<file path="config.mk">
export PLATFORM = sky130hd
export DESIGN_NAME = pscb_ctrl
export DESIGN_NICKNAME = d
export VERILOG_FILES = /design/src/hdl/pscb_pkg.sv /design/src/hdl/pscb_ctrl.sv
export SDC_FILE = /design/constraint.sdc
export NUM_CORES = 1
export LEC_CHECK = 0
export BUFFER_PORTS_ARGS = -buffer_cell sky130_fd_sc_hd__buf_2
export CORE_MARGIN = 1.5
export CORE_UTILIZATION = 56
export DETAILED_ROUTE_END_ITERATION = 10
export GPL_TIMING_DRIVEN = 1
export HOLD_SLACK_MARGIN = 0.03
export PLACE_DENSITY = 0.82
export SLEW_MARGIN = 0
export SYNTH_ARGS = -nofsm -noshare
export SYNTH_HDL_FRONTEND = slang
export SYNTH_SLANG_ARGS = --single-unit
</file>
<file path="constraint.sdc">
create_clock -name clk -period 3.22 [get_ports clk]
set_input_delay 0.644 -clock clk [delete_from_list [all_inputs] [get_ports clk]]
set_output_delay 0.644 -clock clk [all_outputs]
set_load 0.05 [all_outputs]
</file>
<file path="src/hdl/pscb_pkg.sv">
// shared types, constants and helpers of the pendulum swing-up and balance controller
package pscb_pkg;

  localparam int FRAC_BITS = 16;

  // operand width of the shared multiplier and width of its kept product
  localparam int MUL_W  = 34;
  localparam int PROD_W = 64;

  // shared divider: dividend magnitude bits, divisor bits, quotient bits per cycle
  localparam int DIV_W     = 56;
  localparam int DVS_W     = 16;
  localparam int DIV_STEP  = 4;
  localparam int DIV_ITERS = DIV_W / DIV_STEP;
  localparam int DIV_CNT_W = $clog2(DIV_ITERS);

  localparam int COS_TERMS = 6;
  localparam int ITER_W    = $clog2(COS_TERMS);
  localparam logic [ITER_W-1:0] COS_LAST = ITER_W'(COS_TERMS - 1);

  localparam longint PI48      = 64'sh3243F6A8885A3;
  localparam longint PI_Q      = (PI48 + (64'sd1 <<< (47 - FRAC_BITS))) >>> (48 - FRAC_BITS);
  localparam longint TWO_PI_Q  = (2 * PI48 + (64'sd1 <<< (47 - FRAC_BITS))) >>> (48 - FRAC_BITS);
  localparam longint PI30      = (PI48 + (64'sd1 <<< 17)) >>> 18;
  localparam longint HALF_PI30 = (PI48 + (64'sd1 <<< 18)) >>> 19;
  localparam longint ONE30     = 64'sd1 <<< 30;
  localparam longint ONE_Q     = 64'sd1 <<< FRAC_BITS;
  localparam longint COS_RND   = 64'sd1 <<< (29 - FRAC_BITS);
  localparam longint BAND_LO   = ((64'sd312 <<< FRAC_BITS) + 50) / 100;
  localparam longint BAND_HI   = ((64'sd316 <<< FRAC_BITS) + 50) / 100;

  localparam longint PCNT_REV  = 8200;
  localparam longint WCNT_REV  = 800;
  localparam longint PCNT_HALF = PCNT_REV / 2;
  localparam longint WCNT_HALF = WCNT_REV / 2;
  localparam longint US_PER_S  = 1000000;

  typedef enum logic [2:0] {
    REG_GAIN_PA   = 3'd0,
    REG_GAIN_PR   = 3'd1,
    REG_GAIN_WA   = 3'd2,
    REG_GAIN_WR   = 3'd3,
    REG_INERTIA   = 3'd4,
    REG_MGL       = 3'd5,
    REG_EREF      = 3'd6,
    REG_SWING     = 3'd7
  } reg_idx_t;

  typedef struct packed {
    logic signed [31:0] gain_pa;
    logic signed [31:0] gain_pr;
    logic signed [31:0] gain_wa;
    logic signed [31:0] gain_wr;
    logic [30:0]        inertia;
    logic [30:0]        mgl;
    logic signed [31:0] eref;
    logic signed [31:0] swing_gain;
  } cfg_t;

  typedef enum logic [2:0] {CS_IDLE, CS_EXEC, CS_WAIT, CS_WB, CS_HOLD} ctrl_state_t;

  typedef enum logic [4:0] {
    ST_BAL0, ST_BAL1, ST_BAL2, ST_BAL3,
    ST_SW_R2, ST_SW_KIN,
    ST_COS_FOLD, ST_COS_SQ, ST_COS_MUL, ST_COS_DIV, ST_COS_ROUND,
    ST_SW_POT, ST_SW_GAIN, ST_SW_DRIVE,
    ST_CV_MOD, ST_CV_PMUL, ST_CV_PDIV, ST_CV_WMUL, ST_CV_WDIV,
    ST_RT_PMUL, ST_RT_PDIV, ST_RT_WMUL, ST_RT_WDIV
  } step_t;

  typedef struct packed {
    logic              load;
    logic              mul_en;
    logic              div_start;
    logic              wb;
    logic              publish;
    step_t             step;
    logic [ITER_W-1:0] iter;
  } cmd_t;

  typedef struct packed {
    logic in_band;
    logic div_done;
    logic out_busy;
  } status_t;

  function automatic logic signed [31:0] sat32(input logic signed [63:0] v);
    if (v > 64'sd2147483647) return 32'sh7fffffff;
    else if (v < -64'sd2147483648) return 32'sh80000000;
    else return v[31:0];
  endfunction

endpackage

</file>
<file path="src/hdl/pscb_ctrl.sv">
// sequencer that walks one sample through the shared multiplier and divider
module pscb_ctrl (
  input  logic               clk,
  input  logic               rst_n,
  input  logic               in_valid,
  output logic               in_ready,
  input  pscb_pkg::status_t  status,
  output pscb_pkg::cmd_t     cmd
);

  typedef enum logic [1:0] {KIND_NONE, KIND_MUL, KIND_DIV} kind_t;

  pscb_pkg::ctrl_state_t       state_r, state_nxt;
  pscb_pkg::step_t             step_r, step_nxt;
  logic [pscb_pkg::ITER_W-1:0] iter_r, iter_nxt;
  kind_t                       kind;

  function automatic kind_t step_kind(input pscb_pkg::step_t s);
    case (s)
      pscb_pkg::ST_COS_FOLD, pscb_pkg::ST_COS_ROUND: return KIND_NONE;
      pscb_pkg::ST_COS_DIV, pscb_pkg::ST_CV_MOD, pscb_pkg::ST_CV_PDIV,
      pscb_pkg::ST_CV_WDIV, pscb_pkg::ST_RT_PDIV, pscb_pkg::ST_RT_WDIV: return KIND_DIV;
      default: return KIND_MUL;
    endcase
  endfunction

  function automatic pscb_pkg::step_t next_step(input pscb_pkg::step_t s,
                                                input logic [pscb_pkg::ITER_W-1:0] it);
    case (s)
      pscb_pkg::ST_BAL0:      return pscb_pkg::ST_BAL1;
      pscb_pkg::ST_BAL1:      return pscb_pkg::ST_BAL2;
      pscb_pkg::ST_BAL2:      return pscb_pkg::ST_BAL3;
      pscb_pkg::ST_BAL3:      return pscb_pkg::ST_CV_MOD;
      pscb_pkg::ST_SW_R2:     return pscb_pkg::ST_SW_KIN;
      pscb_pkg::ST_SW_KIN:    return pscb_pkg::ST_COS_FOLD;
      pscb_pkg::ST_COS_FOLD:  return pscb_pkg::ST_COS_SQ;
      pscb_pkg::ST_COS_SQ:    return pscb_pkg::ST_COS_MUL;
      pscb_pkg::ST_COS_MUL:   return pscb_pkg::ST_COS_DIV;
      pscb_pkg::ST_COS_DIV:
        return (it == pscb_pkg::COS_LAST) ? pscb_pkg::ST_COS_ROUND : pscb_pkg::ST_COS_MUL;
      pscb_pkg::ST_COS_ROUND: return pscb_pkg::ST_SW_POT;
      pscb_pkg::ST_SW_POT:    return pscb_pkg::ST_SW_GAIN;
      pscb_pkg::ST_SW_GAIN:   return pscb_pkg::ST_SW_DRIVE;
      pscb_pkg::ST_SW_DRIVE:  return pscb_pkg::ST_CV_MOD;
      pscb_pkg::ST_CV_MOD:    return pscb_pkg::ST_CV_PMUL;
      pscb_pkg::ST_CV_PMUL:   return pscb_pkg::ST_CV_PDIV;
      pscb_pkg::ST_CV_PDIV:   return pscb_pkg::ST_CV_WMUL;
      pscb_pkg::ST_CV_WMUL:   return pscb_pkg::ST_CV_WDIV;
      pscb_pkg::ST_CV_WDIV:   return pscb_pkg::ST_RT_PMUL;
      pscb_pkg::ST_RT_PMUL:   return pscb_pkg::ST_RT_PDIV;
      pscb_pkg::ST_RT_PDIV:   return pscb_pkg::ST_RT_WMUL;
      pscb_pkg::ST_RT_WMUL:   return pscb_pkg::ST_RT_WDIV;
      default:                return pscb_pkg::ST_RT_WDIV;
    endcase
  endfunction

  assign kind = step_kind(step_r);

  always_ff @(posedge clk) begin
    if (!rst_n) begin
      state_r <= pscb_pkg::CS_IDLE;
      step_r  <= pscb_pkg::ST_BAL0;
      iter_r  <= '0;
    end else begin
      state_r <= state_nxt;
      step_r  <= step_nxt;
      iter_r  <= iter_nxt;
    end
  end

  always_comb begin
    state_nxt     = state_r;
    step_nxt      = step_r;
    iter_nxt      = iter_r;
    in_ready      = 1'b0;
    cmd           = '0;
    cmd.step      = step_r;
    cmd.iter      = iter_r;
    case (state_r)
      pscb_pkg::CS_IDLE: begin
        in_ready = 1'b1;
        if (in_valid) begin
          cmd.load  = 1'b1;
          // law is picked from the angle stored by the previous sample
          step_nxt  = status.in_band ? pscb_pkg::ST_BAL0 : pscb_pkg::ST_SW_R2;
          iter_nxt  = '0;
          state_nxt = pscb_pkg::CS_EXEC;
        end
      end
      pscb_pkg::CS_EXEC: begin
        case (kind)
          KIND_MUL: begin
            cmd.mul_en = 1'b1;
            state_nxt  = pscb_pkg::CS_WB;
          end
          KIND_DIV: begin
            cmd.div_start = 1'b1;
            state_nxt     = pscb_pkg::CS_WAIT;
          end
          default: state_nxt = pscb_pkg::CS_WB;
        endcase
      end
      pscb_pkg::CS_WAIT: begin
        if (status.div_done) state_nxt = pscb_pkg::CS_WB;
      end
      pscb_pkg::CS_WB: begin
        cmd.wb = 1'b1;
        if (step_r == pscb_pkg::ST_RT_WDIV) begin
          state_nxt = pscb_pkg::CS_HOLD;
        end else begin
          step_nxt  = next_step(step_r, iter_r);
          if (step_r == pscb_pkg::ST_COS_DIV) iter_nxt = iter_r + 1'b1;
          state_nxt = pscb_pkg::CS_EXEC;
        end
      end
      pscb_pkg::CS_HOLD: begin
        if (!status.out_busy) begin
          cmd.publish = 1'b1;
          state_nxt   = pscb_pkg::CS_IDLE;
        end
      end
      default: state_nxt = pscb_pkg::CS_IDLE;
    endcase
  end

endmodule

</file>
==> metrics.cfg, run 1 <==
[hold_path]
hold_class=flip-flop to flip-flop

[floorplanning]
pin_count=20
dieArea_mm2=0.001911
placement_rows=14
core-area_mm2=0.001524
fp.dieH_um=43.72
start_util=0.6092
die_w_um=43.72

[finish]
regArea_um2=260.3
fillers=131
n_antenna_cell=0
fin_cells=143
drive_gt1_frac=0.2205
syn_to_final_growth_pct=6.469
final_common_cell=buf_2
fin_area_um2=988.4
layout_common_cells=buf_2 (19), dfxtp_1 (13), nand2_1 (10)
multiInputGateArea_um2=556.8
fin_util=0.6486
nets=138

[timing]
worst_slew_pin_slew_ps=449.0
timing.hold.ws_ps=553.5
period_needed_ps=2420
fin_skew_ps=5.006
final_hold_viol_count=0
fin_setup_tns_ps=0
max_freq_ghz=0.4132
fin_ws_ps=800.1
setup_violations=0
final-max-slew-violation-count=0
slew_headroom=0.6981
finalCritPeriodShare=0.7515
rsz0062_at_grt=no

[cts]
cts.path.max_buffers=2
hold_buffers=0
numCtsBuffers=3
clkSinkCount=13
postCtsResizedCells=0
cts_root_buf=clkbuf_4
clk_latency_ps=290
htreeDepth=1
clk_transition_reported_paths_ps=80
post_cts_buffers=0
cts_tree=yes

[synth]
synthArstFlopShare=0
ys_ff_latch=13
syn_inst=111
netlist_area_um2=928.4
yosys_most_used_dff=dfxtp_1
syn-num-nets=121
synth_warnings=0
avgSynthCellArea_um2=8.364
synth_seq_area_share=0.2803
yosysUniqueCellTypes=40
synth-edff-count=0

[critical_path]
path_class=flip-flop to primary output
end_kind=primary output
max_stage_delay_ps=650
crit_path_start_kind=flip-flop
cp_max_fo=12
required_ps=2580
cp_top_family=simple AND/OR/NAND/NOR gates
critPathSlowestCell=or4b_4
cp.arrival_ps=1780
path_cells=or4b_4 -> inv_1 -> buf_2
crit_buf_inv=2

[grt]
grt_pass1_wl_um=3346
overflow=0
grt_max_degree=13
first_global_vias=710
grt_usage=0.2376
antenna_found_initial=0

[job]
drv_cap=0

[power]
p_leak_nw=0.4309
finalPower_mw=0.3939
power_density_mw_per_mm2=398.5
ir_drop_v=0.0003396

[routing]
wl_per_cell_um=14.95
drc_errors=0
via_per_inst=6.238
drt_iter0_drc=48
drt_pass1_iterations=4
ant_nets=0
drt_wl_total_um=2138
vias=892

[placement]
gp_congestion=0.7619
place_inst=139
place_area_um2=962.2
port_buffers=19
preCtsSetupSlack_ps=944.0
dp_hpwl_um=1525

[outcome]
status=finished clean

## final timing paths
path / start / to / slack (ps) / cells past startpoint
max: state_r[1] / cmd[12] / 800 / 3
min: iter_r[2] / iter_r[2] / 550 / 2
max reg2reg: state_r[1] / kind[0] / 970 / 10
min reg2reg: iter_r[2] / iter_r[2] / 550 / 2
## cell usage after synthesis, drive strengths merged (2+ instances only)
master / number / area share
nor2: 9 / 0.036
ha: 4 / 0.054
inv: 8 / 0.032
dfxtp: 13 / 0.28
nand2: 10 / 0.040
a211o: 2 / 0.019
or2: 2 / 0.013
a211oi: 5 / 0.040
nand3: 6 / 0.032
nor3: 2 / 0.011
o2111ai: 2 / 0.026
clkbuf: 5 / 0.063
and2: 2 / 0.013
o31ai: 2 / 0.016
nand3b: 2 / 0.016
buf: 2 / 0.024
nand2b: 4 / 0.027
a21oi: 6 / 0.032
o21ai: 3 / 0.016
nor3b: 2 / 0.016
xnor2: 2 / 0.019
o211a: 2 / 0.022
## report_power, final
| part | total (mW) | internal, mW | leakage, nW | switching, mW |
|---|---|---|---|---|
| Clock | 0.106 | 0.0482 | 0.0150 | 0.0574 |
| Combinational | 0.101 | 0.0310 | 0.310 | 0.0700 |
| Sequential | 0.187 | 0.167 | 0.106 | 0.0203 |
## state kept, by name, summed over array words and instances, names as in the netlist
| signal | flops |
|---|---|
| step_r | 5 |
| state_r | 3 |
| iter_r | 3 |
| kind | 2 |
## cells by family after synthesis
| family | Yosys count | share of synthesized area |
|---|---|---|
| XOR/XNOR | 2 | 0.01887 |
| buffers and inverters | 15 | 0.1199 |
| AO/OA/AOI/OAI | 30 | 0.2453 |
| adder cells (fa/ha/maj) | 4 | 0.05391 |
| AND/OR/NAND/NOR | 47 | 0.2817 |
| flip-flops | 13 | 0.2803 |
## final cells by class
cell class | instances | share of cell area
Multi-Input combinational cell | 83 | 0.5633
Sequential cell | 13 | 0.2633
Inverter | 8 | 0.03038
Tap cell | 16 | 0.02025
Timing Repair Buffer | 19 | 0.09620
Clock buffer | 4 | 0.02658
## tightest hold or removal path, delay by kind of cell (launching register included)
| family | cells | cell delay [ps] |
|---|---|---|
| xor gates and xnor gates | 1 | 80 |
| and+or+nand+nor | 1 | 70 |
| DFF | 1 | 370 |
## layer usage
metal / vias to the layer above / GRT usage / wire (um)
met1: 419 / 0.3679 / 1036
met2: 32 / 0.3382 / 971
li1: 439 / - / -
met3: 2 / 0.02500 / 106
met5: - / 0 / 0
met4: 0 / 0.08485 / 23
No activity file was read; power rests on OpenSTA's default activity.
==> run 2: changes to the inputs <==
CORE_UTILIZATION = 47   (was 56)
PLACE_DENSITY = 0.73   (was 0.82)
clock period = 2.04 ns   (was 3.22 ns; I/O delays follow)
==> metrics.cfg, run 2 (synthesized netlist as in run 1, its figures left out) <==
[finish]
regMostFlops=step_r
drive_gt1_frac=0.3308
syn_to_final_growth_pct=15.09
fin_cells=155
n_antenna_cell=0
largest_reg_flops=5
fin_area_mm2=0.001069
multiInputGateArea_um2=581.8
layout_common_cells=buf_2 (18), nand2_1 (10), nor2_1 (9)
final_common_cell=buf_2
fillers=172
nets=141
reg_top3=step_r (5), iter_r (3), state_r (3)
regArea_um2=271.5

[critical_path]
required_ps=1630
rr_worst_depth=8
cp_max_fo=7
cp.arrival_ps=1580
rrSetupSlack_ps=120
reg2reg_from=state_r[2]
crit_path_start_kind=flip-flop
r2r-end=kind[0]
path_class=flip-flop to primary output
end_kind=primary output

[routing]
ant_nets=0
drt_pass1_iterations=4
wl_per_cell_um=13.68
via_per_inst=5.794
drc_errors=0
vias=898
drt_wl_total_um=2120
drt_iter0_drc=23

[power]
finalPower_mw=0.6381
p_leak_nw=0.4369
power_density_mw_per_mm2=597.2
ir_drop_v=0.0005134

[outcome]
status=finished clean

[cts]
cts_tree=yes
htreeDepth=1
cts_root_buf=clkbuf_4
postCtsResizedCells=0
clkSinkCount=13
clk_transition_reported_paths_ps=80
hold_buffers=0
post_cts_buffers=0
clk_latency_ps=280
cts.path.max_buffers=2
numCtsBuffers=3

[hold_path]
hold-path-cell-count=3
hold_end=state_r[1]
hold_class=primary input to flip-flop
hold_start=rst_n

[floorplanning]
die_w_um=47.45
core-area_mm2=0.001783
placement_rows=15
fp.dieH_um=47.45
start_util=0.5207
pin_count=20
dieArea_mm2=0.002251

[grt]
grt_max_degree=13
grt_pass1_wl_um=3201
grt_usage=0.2122
overflow=0
antenna_found_initial=0
first_global_vias=734

[timing]
slew_headroom=0.7162
final_hold_viol_count=0
period_needed_ps=1987
max_freq_ghz=0.5032
final-max-slew-violation-count=0
setup_violations=0
fin_setup_tns_ps=0
rsz0062_at_grt=no
fin_skew_ps=3.113
finalCritPeriodShare=0.9741
worst_slew_pin_slew_ps=422.2

[placement]
dp_hpwl_um=1568
port_buffers=19
place_area_mm2=0.001039
place_inst=151
gp_congestion=0.8360

[job]
drv_cap=0

==> run 2: cell count changes in the layout (fill, tap and decap cells not counted), sizes merged <==
cell and change:
buf +2, clkbuf +1, clkinvlp +2, inv -2
==> run 2: through the flow <==
stage,hold WS (ps),worst slack (ps),util
floorplan,529.7,-10.47,-
global placement,520.1,67.73,0.5825
detailed placement,533.2,36.21,0.5825
CTS,436.5,6.667,0.5972
global route,436.9,5.919,0.5993
finish,436.9,52.90,0.5993
==> run 2: power by group <==
part / internal, mW / switching (mW)
Clock: 0.0760 / 0.0913
Sequential: 0.264 / 0.0184
Combinational: 0.0620 / 0.127
Total: 0.402 / 0.236
==> run 2: how the worst max path moves through the flow <==
stage,to,slack [ps],start,cells after the start
floorplan,kind[0],-10,state_r[1],11
global placement,kind[0],70,in_valid,9
detailed placement,kind[0],40,in_valid,9
CTS,cmd[12],7,state_r[2],3
global route,kind[0],6,iter_r[1],10
finish,cmd[12],50,state_r[2],3
==> run 2: layout make-up <==
cell class              instances  area share
inverters                       8     0.03513
well taps                      25     0.02927
multi-input cells              83      0.5445
repair buffers                 22      0.1124
flip-flops and latches         13      0.2541
clock buffers                   4     0.02459
==> run 2: critical path, cell delays in order (launching register included) <==
cell        delay [ps]
dfxtp_2            350
or4b_4             590
clkinvlp_4         130
clkbuf_4           230
==> run 2: per-layer routing <==
layer	global-route usage	part of all wire	vias up
li1	-	-	450
met1	0.2569	0.45	408
met2	0.3297	0.47	32
met3	0.04528	0.044	8
met4	0.1556	0.026	0
met5	0	0	-
==> run 3: changes to the inputs <==
PLACE_DENSITY = 0.75   (was 0.73)
==> metrics.cfg, run 3 (synthesized netlist as in run 1, its figures left out) <==
[finish]
final_common_cell=buf_2
layout_common_cells=buf_2 (18), nand2_1 (10), nor2_1 (9)
n_antenna_cell=0
reg_top3=step_r (5), iter_r (3), state_r (3)
fin_cells=156
largest_reg_flops=5
nets=142
regMostFlops=step_r
drive_gt1_frac=0.3359
syn_to_final_growth_pct=16.17

[placement]
gp_congestion=0.8372
port_buffers=19
dp_hpwl_um=1539
place_inst=152

[routing]
via_per_inst=5.564
vias=868
drt_pass1_iterations=4
drc_errors=0
ant_nets=0
drt_wl_total_um=2089
drt_iter0_drc=21
wl_per_cell_um=13.39

[timing]
setup_violations=0
finalCritPeriodShare=0.9727
slew_headroom=0.7209
final-max-slew-violation-count=0
timing.hold.ws_ps=441.3
fin_skew_ps=8.262
max_freq_ghz=0.5040
rsz0062_at_grt=no
fin_setup_tns_ps=0
final_hold_viol_count=0
worst_slew_pin_slew_ps=418.0
period_needed_ps=1984

[power]
p_int_mw=0.4039
p_leak_nw=0.4410
power_density_mw_per_mm2=597.3
sequentialPowerShare=0.438
p_switching_mw=0.2403
clockPowerShare=0.263
pwr-share-comb=0.299
ir_drop_v=0.0003963
p_sw_frac=0.3730

[critical_path]
rrSetupSlack_ps=100
path_class=flip-flop to primary output
cp.arrival_ps=1580
reg2reg_from=state_r[2]
critPathSlowestCell=or4b_4
path_cells=or4b_4 -> clkinvlp_4 -> buf_4
r2r-end=kind[0]
max_stage_delay_ps=610
crit_buf_inv=2
rr_worst_depth=8
cp_max_fo=7
end_kind=primary output
crit_path_start_kind=flip-flop
cp_top_family=simple AND/OR/NAND/NOR gates
required_ps=1630

[floorplanning]
fp.dieH_um=47.45
dieArea_mm2=0.002251
placement_rows=15
pin_count=20
die_w_um=47.45
start_util=0.5207
core-area_mm2=0.001783

[cts]
numCtsBuffers=3
cts_tree=yes
clk_latency_ps=290
clkSinkCount=13
post_cts_buffers=0
htreeDepth=1
cts_root_buf=clkbuf_4
clk_transition_reported_paths_ps=90
cts.path.max_buffers=2

[grt]
antenna_found_initial=0
first_global_vias=717
grt_usage=0.1988
grt_max_degree=13
overflow=0
grt_pass1_wl_um=3077

[job]
drv_cap=0

[hold_path]
hold-path-cell-count=2
hold_start=rst_n
hold_class=primary input to flip-flop
hold_end=iter_r[1]

[outcome]
status=finished clean

==> run 3: cell types whose count changed in the layout (fill, tap and decap cells not counted), sizes merged <==
| cell | before | now |
|---|---|---|
| buf | 21 | 23 |
| clkbuf | 5 | 4 |
==> run 3: repair_timing <==
item	in CTS	in global routing
hold buffers	0	0
resized for setup	0	3
endpoints found under the setup margin	0	2
==> run 3: worst max-delay path by stage <==
stage	start	endpoint	slack, ps	depth (start not counted)
2_1_floorplan	state_r[1]	kind[0]	-10	11
3_3_place_gp	in_valid	kind[0]	70	9
3_5_place_dp	in_valid	kind[0]	50	9
4_1_cts	state_r[2]	cmd[12]	3	3
5_1_grt	state_r[2]	kind[0]	9	10
6_report	state_r[2]	cmd[12]	60	3
==> run 3: cell type report <==
| type | instances | area, um2 |
|---|---|---|
| Inverter | 8 | 37.54 |
| Clock buffer | 4 | 26.28 |
| Fill cell | 161 | 704.4 |
| Tap cell | 25 | 31.28 |
| Multi-Input combinational cell | 83 | 585.6 |
| Sequential cell | 13 | 270.3 |
| Timing Repair Buffer | 23 | 127.6 |
==> run 3: stage by stage <==
step	area [um2]	total power, mW	utilization	setup slack, ps
floorplan	972.2	0.4515	-	-10.47
global placement	1046	0.4727	0.5867	68.57
detailed placement	1046	0.4761	0.5867	46.80
CTS	1072	0.6390	0.6014	2.721
global route	1079	0.6707	0.6049	9.477
finish	1079	0.6442	0.6049	55.75
==> run 3: power groups by stage <==
stage,Combinational [mW],Clock [mW],Sequential (mW)
final,0.193,0.169,0.282
after global routing,0.206,0.181,0.284
after CTS,0.189,0.167,0.282
after detailed placement,0.188,0,0.288
after global placement,0.185,0,0.287
after floorplan,0.161,0,0.291
==> run 3: routing by layer <==
layer | track usage | up-vias | wire length (um)
met5 | 0 | - | 0
met3 | 0.04151 | 4 | 112
met4 | 0.1000 | 0 | 42
met2 | 0.3000 | 24 | 957
li1 | - | 446 | -
met1 | 0.2679 | 394 | 976
