--- config.mk ---
export PLATFORM = sky130hd
export DESIGN_NAME = pscb_regs
export DESIGN_NICKNAME = d
export VERILOG_FILES = /design/src/hdl/pscb_pkg.sv /design/src/hdl/pscb_regs.sv
export SDC_FILE = /design/constraint.sdc
export NUM_CORES = 1
export LEC_CHECK = 0
export BUFFER_PORTS_ARGS = -buffer_cell sky130_fd_sc_hd__buf_2
export CAP_MARGIN = 20
export CORE_AREA = 4 4 193 214
export CTS_CLUSTER_DIAMETER = 60
export DETAILED_ROUTE_END_ITERATION = 10
export DIE_AREA = 0 0 197 218
export PLACE_DENSITY = 0.62
export SETUP_SLACK_MARGIN = 0.3
export SLEW_MARGIN = 20
export SYNTH_ARGS = -nofsm -noshare
export SYNTH_HDL_FRONTEND = slang
export SYNTH_SLANG_ARGS = --single-unit
--- constraint.sdc ---
create_clock -name clk -period 1.4 [get_ports clk]
set_input_delay 0.07 -clock clk [delete_from_list [all_inputs] [get_ports clk]]
set_output_delay 0.07 -clock clk [all_outputs]
set_load 0.01 [all_outputs]
--- src/hdl/pscb_pkg.sv ---
// shared types, constants and helpers of the pendulum swing-up and balance controller
package pscb_pkg;

  localparam int FRAC_BITS = 16;

  // operand width of the shared multiplier and width of its kept product
  localparam int MUL_W  = 34;
  localparam int PROD_W = 64;

  // shared divider: dividend magnitude bits, divisor bits, quotient bits per cycle
  localparam int DIV_W     = 56;
  localparam int DVS_W     = 16;
  localparam int DIV_STEP  = 4;
  localparam int DIV_ITERS = DIV_W / DIV_STEP;
  localparam int DIV_CNT_W = $clog2(DIV_ITERS);

  localparam int COS_TERMS = 6;
  localparam int ITER_W    = $clog2(COS_TERMS);
  localparam logic [ITER_W-1:0] COS_LAST = ITER_W'(COS_TERMS - 1);

  localparam longint PI48      = 64'sh3243F6A8885A3;
  localparam longint PI_Q      = (PI48 + (64'sd1 <<< (47 - FRAC_BITS))) >>> (48 - FRAC_BITS);
  localparam longint TWO_PI_Q  = (2 * PI48 + (64'sd1 <<< (47 - FRAC_BITS))) >>> (48 - FRAC_BITS);
  localparam longint PI30      = (PI48 + (64'sd1 <<< 17)) >>> 18;
  localparam longint HALF_PI30 = (PI48 + (64'sd1 <<< 18)) >>> 19;
  localparam longint ONE30     = 64'sd1 <<< 30;
  localparam longint ONE_Q     = 64'sd1 <<< FRAC_BITS;
  localparam longint COS_RND   = 64'sd1 <<< (29 - FRAC_BITS);
  localparam longint BAND_LO   = ((64'sd312 <<< FRAC_BITS) + 50) / 100;
  localparam longint BAND_HI   = ((64'sd316 <<< FRAC_BITS) + 50) / 100;

  localparam longint PCNT_REV  = 8200;
  localparam longint WCNT_REV  = 800;
  localparam longint PCNT_HALF = PCNT_REV / 2;
  localparam longint WCNT_HALF = WCNT_REV / 2;
  localparam longint US_PER_S  = 1000000;

  typedef enum logic [2:0] {
    REG_GAIN_PA   = 3'd0,
    REG_GAIN_PR   = 3'd1,
    REG_GAIN_WA   = 3'd2,
    REG_GAIN_WR   = 3'd3,
    REG_INERTIA   = 3'd4,
    REG_MGL       = 3'd5,
    REG_EREF      = 3'd6,
    REG_SWING     = 3'd7
  } reg_idx_t;

  typedef struct packed {
    logic signed [31:0] gain_pa;
    logic signed [31:0] gain_pr;
    logic signed [31:0] gain_wa;
    logic signed [31:0] gain_wr;
    logic [30:0]        inertia;
    logic [30:0]        mgl;
    logic signed [31:0] eref;
    logic signed [31:0] swing_gain;
  } cfg_t;

  typedef enum logic [2:0] {CS_IDLE, CS_EXEC, CS_WAIT, CS_WB, CS_HOLD} ctrl_state_t;

  typedef enum logic [4:0] {
    ST_BAL0, ST_BAL1, ST_BAL2, ST_BAL3,
    ST_SW_R2, ST_SW_KIN,
    ST_COS_FOLD, ST_COS_SQ, ST_COS_MUL, ST_COS_DIV, ST_COS_ROUND,
    ST_SW_POT, ST_SW_GAIN, ST_SW_DRIVE,
    ST_CV_MOD, ST_CV_PMUL, ST_CV_PDIV, ST_CV_WMUL, ST_CV_WDIV,
    ST_RT_PMUL, ST_RT_PDIV, ST_RT_WMUL, ST_RT_WDIV
  } step_t;

  typedef struct packed {
    logic              load;
    logic              mul_en;
    logic              div_start;
    logic              wb;
    logic              publish;
    step_t             step;
    logic [ITER_W-1:0] iter;
  } cmd_t;

  typedef struct packed {
    logic in_band;
    logic div_done;
    logic out_busy;
  } status_t;

  function automatic logic signed [31:0] sat32(input logic signed [63:0] v);
    if (v > 64'sd2147483647) return 32'sh7fffffff;
    else if (v < -64'sd2147483648) return 32'sh80000000;
    else return v[31:0];
  endfunction

endpackage

--- src/hdl/pscb_regs.sv ---
// configuration register file behind the write/read register port
module pscb_regs (
  input  logic               clk,
  input  logic               rst_n,
  input  logic               psel,
  input  logic               penable,
  input  logic               pwrite,
  input  logic [4:0]         paddr,
  input  logic [31:0]        pwdata,
  output logic [31:0]        prdata,
  output logic               pready,
  output pscb_pkg::cfg_t     cfg
);

  pscb_pkg::cfg_t   cfg_r;
  pscb_pkg::reg_idx_t idx;
  logic             wr_en;

  assign idx    = pscb_pkg::reg_idx_t'(paddr[4:2]);
  assign wr_en  = psel & penable & pwrite;
  assign pready = 1'b1;
  assign cfg    = cfg_r;

  always_ff @(posedge clk) begin
    if (!rst_n) begin
      cfg_r.gain_pa    <= -32'sd1190861;
      cfg_r.gain_pr    <= -32'sd113141;
      cfg_r.gain_wa    <= 32'sd203;
      cfg_r.gain_wr    <= 32'sd98;
      cfg_r.inertia    <= '0;
      cfg_r.mgl        <= '0;
      cfg_r.eref       <= '0;
      cfg_r.swing_gain <= 32'sd524288;
    end else if (wr_en) begin
      case (idx)
        pscb_pkg::REG_GAIN_PA: cfg_r.gain_pa    <= pwdata;
        pscb_pkg::REG_GAIN_PR: cfg_r.gain_pr    <= pwdata;
        pscb_pkg::REG_GAIN_WA: cfg_r.gain_wa    <= pwdata;
        pscb_pkg::REG_GAIN_WR: cfg_r.gain_wr    <= pwdata;
        pscb_pkg::REG_INERTIA: cfg_r.inertia    <= pwdata[30:0];
        pscb_pkg::REG_MGL:     cfg_r.mgl        <= pwdata[30:0];
        pscb_pkg::REG_EREF:    cfg_r.eref       <= pwdata;
        pscb_pkg::REG_SWING:   cfg_r.swing_gain <= pwdata;
        default: ;
      endcase
    end
  end

  always_comb begin
    case (idx)
      pscb_pkg::REG_GAIN_PA: prdata = cfg_r.gain_pa;
      pscb_pkg::REG_GAIN_PR: prdata = cfg_r.gain_pr;
      pscb_pkg::REG_GAIN_WA: prdata = cfg_r.gain_wa;
      pscb_pkg::REG_GAIN_WR: prdata = cfg_r.gain_wr;
      pscb_pkg::REG_INERTIA: prdata = 32'(cfg_r.inertia);
      pscb_pkg::REG_MGL:     prdata = 32'(cfg_r.mgl);
      pscb_pkg::REG_EREF:    prdata = cfg_r.eref;
      pscb_pkg::REG_SWING:   prdata = cfg_r.swing_gain;
      default:               prdata = '0;
    endcase
  end

endmodule

==> results of run 1 <==
final timing paths:
| path | startpoint | endpoint | slack, ns | cells after the start |
|---|---|---|---|---|
| worst max-delay path | cfg[218]$_SDFFE_PN1P_ | prdata[28] | -0.41 | 6 |
| worst max register to register | cfg[119]$_SDFFE_PN0P_ | cfg[119]$_SDFFE_PN0P_ | 0.49 | 5 |
| worst min-delay path | penable | cfg[172]$_SDFFE_PN0P_ | 0.18 | 6 |
| worst min register to register | cfg[9]$_SDFFE_PN0P_ | cfg[9]$_SDFFE_PN0P_ | 0.46 | 2 |
kinds of logic (layout without fill, tap and decap cells):
logic type / after synthesis / after routing / share of synthesized area [%]
other: 1 / 4 / 0.03225
buffers and inverters: 182 / 607 / 7.080
multiplexers: 34 / 34 / 2.959
AND/OR/NAND/NOR: 663 / 663 / 23.15
AO/OA/AOI/OAI: 343 / 343 / 23.05
flip-flops: 254 / 254 / 43.73
routing by layer:
metal  track usage, %  wire (microns)  up-vias  share of wire [%]
met5                0               0        -                  0
met4            8.276            1807        0                3.4
met3            4.002            4205      106                8.0
met2            38.27           25390      601                 48
met1            29.29           21260     6003                 40
li1                 -               -     5756                  -
per-stage QoR:
step / cells / worst slack [ns] / setup TNS [ns] / hold slack (ns) / instance area [sq um]
after floorplan: 1477 / 0.2913 / 0 / 0.1940 / 11850
after global placement: 2262 / -0.2348 / -11.42 / 0.3926 / 14600
after detailed placement: 2262 / -0.2434 / -22.74 / 0.3990 / 14600
after CTS: 2388 / -0.4619 / -9.350 / 0.1453 / 17110
after global routing: 2412 / -0.5236 / -11.29 / 0.1820 / 18590
final: 2412 / -0.4134 / -8.831 / 0.1784 / 18590
final cells by class:
cell class / count / area (sq um) / share of cell area [%]
tap: 507 / 634.4 / 3.413
multi-input combinational: 1041 / 6222 / 33.48
timing repair buffer: 526 / 5161 / 27.77
antenna: 3 / 7.507 / 0.04039
inverter: 29 / 108.9 / 0.5857
sequential: 254 / 5482 / 29.49
clock buffer: 41 / 843.3 / 4.537
clock inverter: 11 / 127.6 / 0.6866
critical path, cell delays in order, from the launching register on:
cell,delay [ns]
dfxtp_4,0.36
mux2i_1,0.13
o2bb2ai_1,0.12
a221oi_2,0.27
buf_4,0.15
nor2_1,0.03
buf_2,0.13
what timing repair did:
item,in CTS,in global routing
hold buffers,33,0
resized for setup,294,350
endpoints found under the hold margin,254,0
setup endpoints to repair,286,291
setup buffers,41,21
pin swaps,40,34
gates cloned,0,0
cells in the final DEF, fill, tap and decap left out, types with 6 or more instances in the layout:
cell type	instances
a21boi_1	85
nor2_1	52
clkbuf_1	7
dfxtp_2	215
dlygate4sd3_1	33
buf_6	247
buf_12	39
a22o_1	33
a221oi_2	46
nand2b_1	28
nand3_1	46
buf_2	114
o211ai_1	6
o2bb2ai_1	15
a221oi_1	7
buf_4	93
mux2i_1	30
inv_1	24
clkbuf_16	31
a21oi_2	8
a21boi_0	117
nor2_4	6
dfxtp_4	34
nand2_1	507
o2bb2ai_2	7
report_power, final:
| group | total [uW] | internal (uW) | switching [uW] |
|---|---|---|---|
| logic | 1730 | 751 | 977 |
| registers | 7300 | 7240 | 63.3 |
| clock network | 7860 | 4590 | 3280 |
==> impl_metrics.tcl, run 1 <==
set metrics [dict create \
    status "complete, but fails checks" \
    violations "setup timing" \
    fin_util_pct 47.67 \
    ir_worst_vdd_mv 0.8511 \
    cp-start-kind "flip-flop" \
    rows 76 \
    crit_type "flip-flop to primary output" \
    place.gp.congestion 0.8621 \
    maxCapViolCount 0 \
    start_util_pct 29.83 \
    area_growth_pct 59.83 \
    synth_edf_count 0 \
    grt_usage_pct 22.76 \
    synth_flop_cell "dfxtp_1" \
    finalNetCount 1924 \
    detail-route-antenna-nets 0 \
    grt_pass1_vias 12000 \
    synth-warning-count 0 \
    timing.final.crit_share_pct 129.5 \
    clockBufferDepth 3 \
    fp.coreArea_sq_mm 0.03899 \
    setup_viol 32 \
    clock-sinks 254 \
    max_freq_mhz 551.5 \
    drc 0 \
    yosysSeqAreaShare_pct 43.73 \
    drtPass1Iterations 5 \
    netlist_instances 1477 \
    synthTopCellsByCount "nand2_1, dfxtp_1, a21boi_0" \
    cts.clk_slew.worst_paths_ns 0.06 \
    ys_seq_elements 254 \
    leakage_uw 0.007444 \
    dr_total_vias 12470 \
    p_total_uw 16890 \
    yosys-top-cells-area "dfxtp_1, nand2_1, a21boi_0, a21boi_1, a221oi_1" \
    layout-drive-gt1-share_pct 46.53 \
    synth_top_area_share_pct 43.73 \
    io_pins 329 \
    avgSynthCellArea_sq_um 7.873 \
    viasPerCell 5.168 \
    end_kind "primary output" \
    clock-skew-final_ns 0 \
    synthesis.area_sq_mm 0.01163 \
    antenna_found_initial 3 \
    largest_reg_flops 254 \
    cts_tree "yes" \
    dp_hpwl_microns 35040 \
    hold_viol_final 0 \
    wl_microns 52660 \
    die_area_sq_mm 0.04295 \
    clockRootBuffer "clkbuf_16" \
    grt_pass1_wl_microns 75430 \
    power_density_mw_per_mm2 908.8 \
    worstPathRequired_ns 1.33 \
    crit_fanout 3 \
    wire_per_inst_microns 21.83 \
    yosysMostFrequentCell "nand2_1" \
    grt_overflow 0 \
    nFillCells 3525 \
    arrival_ns 1.74 \
    post-route-min-period_ns 1.813 \
    yosys.cell_types.count 37 \
    grt_max_degree 51 \
    drt_iter0_drc 803 \
    yosysTopAreaCell "dfxtp_1" \
    worstSkewPairLatency_ns 0.56 \
    hp-class "input pin to flip-flop" \
    fp.dieH_microns 218 \
    setup_ws_ns -0.4134 \
    htree_levels 1 \
    synth_nets 1519 \
    numPortBuffers 325 \
    maxSlewViolCount 0 \
    cts_inserted_buffers 30 \
    die_w_microns 197 \
    grt_setup_unrepaired "yes" \
    async_flop_share_pct 0 \
]
Power figures use the tool's default switching activity.
==> run 2: changes to the inputs <==
Settings changed: SKIP_CTS_REPAIR_TIMING set to 1.
==> impl_metrics.tcl, run 2 (same netlist as run 1, synthesis figures left out) <==
set metrics [dict create \
    cts_inserted_buffers 30 \
    crit_fanout 3 \
    end_kind "primary output" \
    p_total_uw 16840 \
    rows 76 \
    crit_cells 5 \
    grt_overflow 0 \
    largest_reg_flops 254 \
    critical_path.top_delay_family "compound AO/OA/AOI/OAI gates" \
    wl_microns 51690 \
    dp_hpwl_microns 35040 \
    hold_viol_final 0 \
    grt_max_degree 51 \
    r2r_start "cfg[204]$_SDFFE_PN1P_" \
    grt_usage_pct 21.82 \
    maxCapViolCount 0 \
    clock-skew-final_ns 0 \
    critical_path.endpoint "prdata[29]" \
    detail-route-antenna-nets 0 \
    post-route-min-period_ns 1.825 \
    setup_tns_ns -9.102 \
    cp-start-kind "flip-flop" \
    grt_pass1_wl_microns 72150 \
    start_util_pct 29.83 \
    crit_buf_inv 2 \
    numPortBuffers 325 \
    r2r_slack_ns 0.60 \
    fin_util_pct 46.16 \
    leakage_uw 0.007200 \
    cts_tree "yes" \
    viasPerCell 5.184 \
    hp-class "input pin to flip-flop" \
    die_area_sq_mm 0.04295 \
    antenna_found_initial 2 \
    fp.coreArea_sq_mm 0.03899 \
    setup_ws_ns -0.4253 \
    drtPass1Iterations 5 \
    ir_worst_vdd_mv 0.8432 \
    maxSlewViolCount 0 \
    dr_total_vias 12340 \
    crit_type "flip-flop to primary output" \
    hold_path_depth 6 \
    worstSkewPairLatency_ns 0.56 \
    max_freq_mhz 547.9 \
    place.gp.congestion 0.8621 \
    nFillCells 3633 \
    wire_per_inst_microns 21.72 \
    clockRootBuffer "clkbuf_16" \
    final_cell_mix "nand2_1, dfxtp_2, buf_6" \
    area_growth_pct 54.76 \
    fp.dieH_microns 218 \
    crit_path_max_incr_delay_ns 0.35 \
    timing.final.crit_share_pct 130.4 \
    crit_slowest_cell "dfxtp_4" \
    arrival_ns 1.76 \
    cts.clk_slew.worst_paths_ns 0.06 \
    grt_pass1_vias 11310 \
    startpoint "cfg[61]$_SDFFE_PN0P_" \
    finalNetCount 1893 \
    dpl-instance-area_sq_mm 0.01460 \
    setup_viol 32 \
    clockBufferDepth 3 \
    cp_cell_sequence "a22o_1 -> a221oi_2 -> buf_4 -> nor2_2 -> buf_2" \
    io_pins 329 \
    rr_worst_depth 4 \
    drc 0 \
    final_area_sq_mm 0.01800 \
    worstPathRequired_ns 1.33 \
    grt_setup_unrepaired "yes" \
    layout_commonest_cell "nand2_1" \
    drt_iter0_drc 915 \
    clock-sinks 254 \
    power_density_mw_per_mm2 935.7 \
    status "complete, but fails checks" \
    die_w_microns 197 \
    hold_ws_ns 0.1836 \
    htree_levels 1 \
    layout-drive-gt1-share_pct 44.52 \
    violations "setup timing" \
    rr_endpoint "cfg[204]$_SDFFE_PN1P_" \
]
## run 2: final cells by class
class	instances	area [sq um]	share of cell area [%]
Multi-Input combinational cell	1041	6198	34.44
Inverter	29	108.9	0.6049
Timing Repair Buffer	495	4622	25.68
Tap cell	507	634.4	3.525
Sequential cell	254	5456	30.32
Clock inverter	11	127.6	0.7092
Antenna cell	2	5.005	0.02781
Clock buffer	41	843.3	4.686
## run 2: report_power, final
part	leakage [uW]	internal, uW	switching [uW]
registers	0.00213	7240	63.3
logic	0.00458	731	962
clock network	0.000482	4590	3250
total	0.00720	12600	4280
## run 2: worst min path at each step
stage / start / to / slack, ns
6_report: penable / cfg[172]$_SDFFE_PN0P_ / 0.18
5_1_grt: penable / cfg[170]$_SDFFE_PN0P_ / 0.18
4_1_cts: pwdata[15] / cfg[79]$_SDFFE_PN0P_ / -0.21
3_5_place_dp: pwdata[31] / cfg[253]$_SDFFE_PN1P_ / 0.40
3_3_place_gp: pwdata[6] / cfg[70]$_SDFFE_PN0P_ / 0.39
2_1_floorplan: pwdata[31] / cfg[221]$_SDFFE_PN1P_ / 0.19
## run 2: tightest hold or removal path, delay by kind of cell
kind / cells / cell delay, ns
AND/OR/NAND/NOR: 3 / 0.27
buffers and inverters: 2 / 0.30
AO/OA/AOI/OAI: 1 / 0.06
## run 2: routing by layer
metal / GRT usage, % / vias up / routed length, microns
met5: 0 / - / 0
met4: 7.651 / 0 / 1935
met3: 4.218 / 125 / 4152
met2: 36.10 / 584 / 24500
met1: 28.47 / 5943 / 21100
li1: - / 5686 / -
## run 2: stage by stage
| step | setup slack, ns | cells |
|---|---|---|
| 6_report | -0.4253 | 2380 |
| 5_1_grt | -0.5390 | 2380 |
| 4_1_cts | -0.6109 | 2314 |
| 3_5_place_dp | -0.2434 | 2262 |
| 3_3_place_gp | -0.2348 | 2262 |
| 2_1_floorplan | 0.2913 | 1477 |
==> run 3: changes to the inputs <==
--- a/config.mk
+++ b/config.mk
@@ -7,5 +7,5 @@
 export LEC_CHECK = 0
 export BUFFER_PORTS_ARGS = -buffer_cell sky130_fd_sc_hd__buf_2
-export CAP_MARGIN = 20
+export CAP_MARGIN = 0
 export CORE_AREA = 4 4 193 214
 export CTS_CLUSTER_DIAMETER = 60
@@ -15,5 +15,4 @@
 export SETUP_SLACK_MARGIN = 0.3
 export SKIP_CTS_REPAIR_TIMING = 1
-export SLEW_MARGIN = 20
 export SYNTH_ARGS = -nofsm -noshare
 export SYNTH_HDL_FRONTEND = slang
==> constraint.sdc (replaced) <==
create_clock -name clk -period 1.4 [get_ports clk]
set_input_delay 0.07 -clock clk [delete_from_list [all_inputs] [get_ports clk]]
set_output_delay 0.07 -clock clk [all_outputs]
set_load 0.05 [all_outputs]
==> impl_metrics.tcl, run 3 (same netlist as run 1, synthesis figures left out) <==
set metrics [dict create \
    layout-drive-gt1-share_pct 49.65 \
    area_growth_pct 66.04 \
    drc 0 \
    setup_ws_ns -0.4141 \
    crit_type "flip-flop to primary output" \
    fp.dieH_microns 218 \
    critical_path.top_delay_family "compound AO/OA/AOI/OAI gates" \
    seqPwrFrac_pct 41.2 \
    p_int_uw 12420 \
    crit_buf_inv 1 \
    timing.final.crit_share_pct 129.6 \
    fp.coreArea_sq_mm 0.03899 \
    worstSkewPairLatency_ns 0.55 \
    finalNetCount 1865 \
    r2r_slack_ns 0.66 \
    dpl-instance-area_sq_mm 0.01569 \
    worstPathRequired_ns 1.33 \
    rr_worst_depth 3 \
    dp_hpwl_microns 34870 \
    leakage_uw 0.007392 \
    largest_reg_flops 254 \
    clockRootBuffer "clkbuf_16" \
    worst_slew_pin_slew_ns 0.7845 \
    power.switching_uw 4688 \
    htree_levels 1 \
    dr_total_vias 12380 \
    end_kind "primary output" \
    fin_util_pct 49.53 \
    hold_viol_final 0 \
    hp-class "input pin to flip-flop" \
    grt_setup_unrepaired "yes" \
    crit_slowest_cell "dfxtp_4" \
    power_density_mw_per_mm2 885.9 \
    setup_viol 32 \
    ff_latch_area_sq_mm 0.005851 \
    grt_overflow 0 \
    viasPerCell 5.251 \
    die_area_sq_mm 0.04295 \
    multi_input_area_sq_mm 0.006720 \
    final_area_sq_mm 0.01931 \
    status "complete, but fails checks" \
    maxCapViolCount 0 \
    numPortBuffers 325 \
    hold_path_depth 6 \
    maxSlewViolCount 0 \
    violations "setup timing" \
    clock-sinks 254 \
    slew_headroom_pct 47.59 \
    detail-route-antenna-nets 0 \
    antenna_found_initial 2 \
    combPwrFrac_pct 13.8 \
    rows 76 \
    grt_usage_pct 21.89 \
    crit_fanout 3 \
    p_sw_share_pct 27.40 \
    grt_max_degree 85 \
    clockBufferDepth 3 \
    die_w_microns 197 \
    cts.clk_slew.worst_paths_ns 0.06 \
    clock-skew-final_ns 0 \
    final_cell_mix "nand2_1, dfxtp_4, buf_2" \
    post-route-min-period_ns 1.814 \
    io_pins 329 \
    grt_pass1_vias 11480 \
    rr_endpoint "cfg[98]$_SDFFE_PN0P_" \
    placed_cells 2243 \
    fin_cells 2357 \
    cp-start-kind "flip-flop" \
    wl_microns 52870 \
    drtPass1Iterations 5 \
    ir_worst_vdd_mv 0.8381 \
    place.gp.congestion 0.8648 \
    start_util_pct 29.83 \
    grt_pass1_wl_microns 73070 \
    clkPwrFrac_pct 45.0 \
    min_to "cfg[182]$_SDFFE_PN0P_" \
    max_freq_mhz 551.2 \
    crit_path_max_incr_delay_ns 0.36 \
    arrival_ns 1.74 \
    wire_per_inst_microns 22.43 \
    cts_inserted_buffers 30 \
    p_total_uw 17110 \
    layout_commonest_cell "nand2_1" \
    r2r_start "cfg[98]$_SDFFE_PN0P_" \
    drt_iter0_drc 861 \
    cp_cell_sequence "mux2i_2 -> o2bb2ai_2 -> a221oi_2 -> nor2_4 -> buf_8" \
    cts_tree "yes" \
    nFillCells 3438 \
    hp-start "penable" \
]
[run 3: final cells by class]
class                   count  area share [%]
diodes                      3         0.03888
clock buffers              50           4.808
clock inverters             6          0.2398
inverters                  29          0.5767
multi-input cells        1042           34.80
flip-flops and latches    254           30.30
well taps                 507           3.285
repair buffers            466           25.95
[run 3: worst register-to-register path, cell delays in order (launching register included)]
cell and delay [ns]:
dfxtp_4 0.36, buf_6 0.10, nand2_1 0.05, a21boi_1 0.15
[run 3: power groups by stage]
stage	clock network [uW]	registers, uW	logic, uW
2_1_floorplan	0	7520	1210
6_report	7690	7050	2360
3_5_place_dp	0	7320	1990
5_1_grt	8150	7060	2460
3_3_place_gp	0	7320	1980
4_1_cts	7840	7160	2000
[run 3: layer usage]
layer  part of all wire (%)  up-vias  track usage (%)
met3                    7.7      122            3.739
met4                    4.0        0            8.091
met1                     41     6003            28.85
met5                      0        -                0
li1                       -     5650                -
met2                     47      601            36.00
[run 3: through the flow]
stage	TNS [ns]	worst slack, ns	hold WS (ns)
after floorplan	0	0.1425	0.1939
after global placement	-75.04	-0.6185	0.3504
after detailed placement	-81.93	-0.6956	0.3479
after CTS	-18.77	-0.6969	-0.2343
after global routing	-12.63	-0.4682	0.1934
final	-10.57	-0.4141	0.1666
[run 3: worst max path at each step]
stage                     depth (start not counted)                  start    endpoint  slack (ns)
after global placement                            6               paddr[2]  prdata[15]       -0.62
final                                             5  cfg[213]$_SDFFE_PN1P_  prdata[23]       -0.41
after floorplan                                   4  cfg[214]$_SDFFE_PN1P_  prdata[24]        0.14
after detailed placement                          6               paddr[2]  prdata[15]       -0.70
after CTS                                         6               paddr[2]  prdata[15]       -0.70
after global routing                              5  cfg[152]$_SDFFE_PN0P_  prdata[26]       -0.47
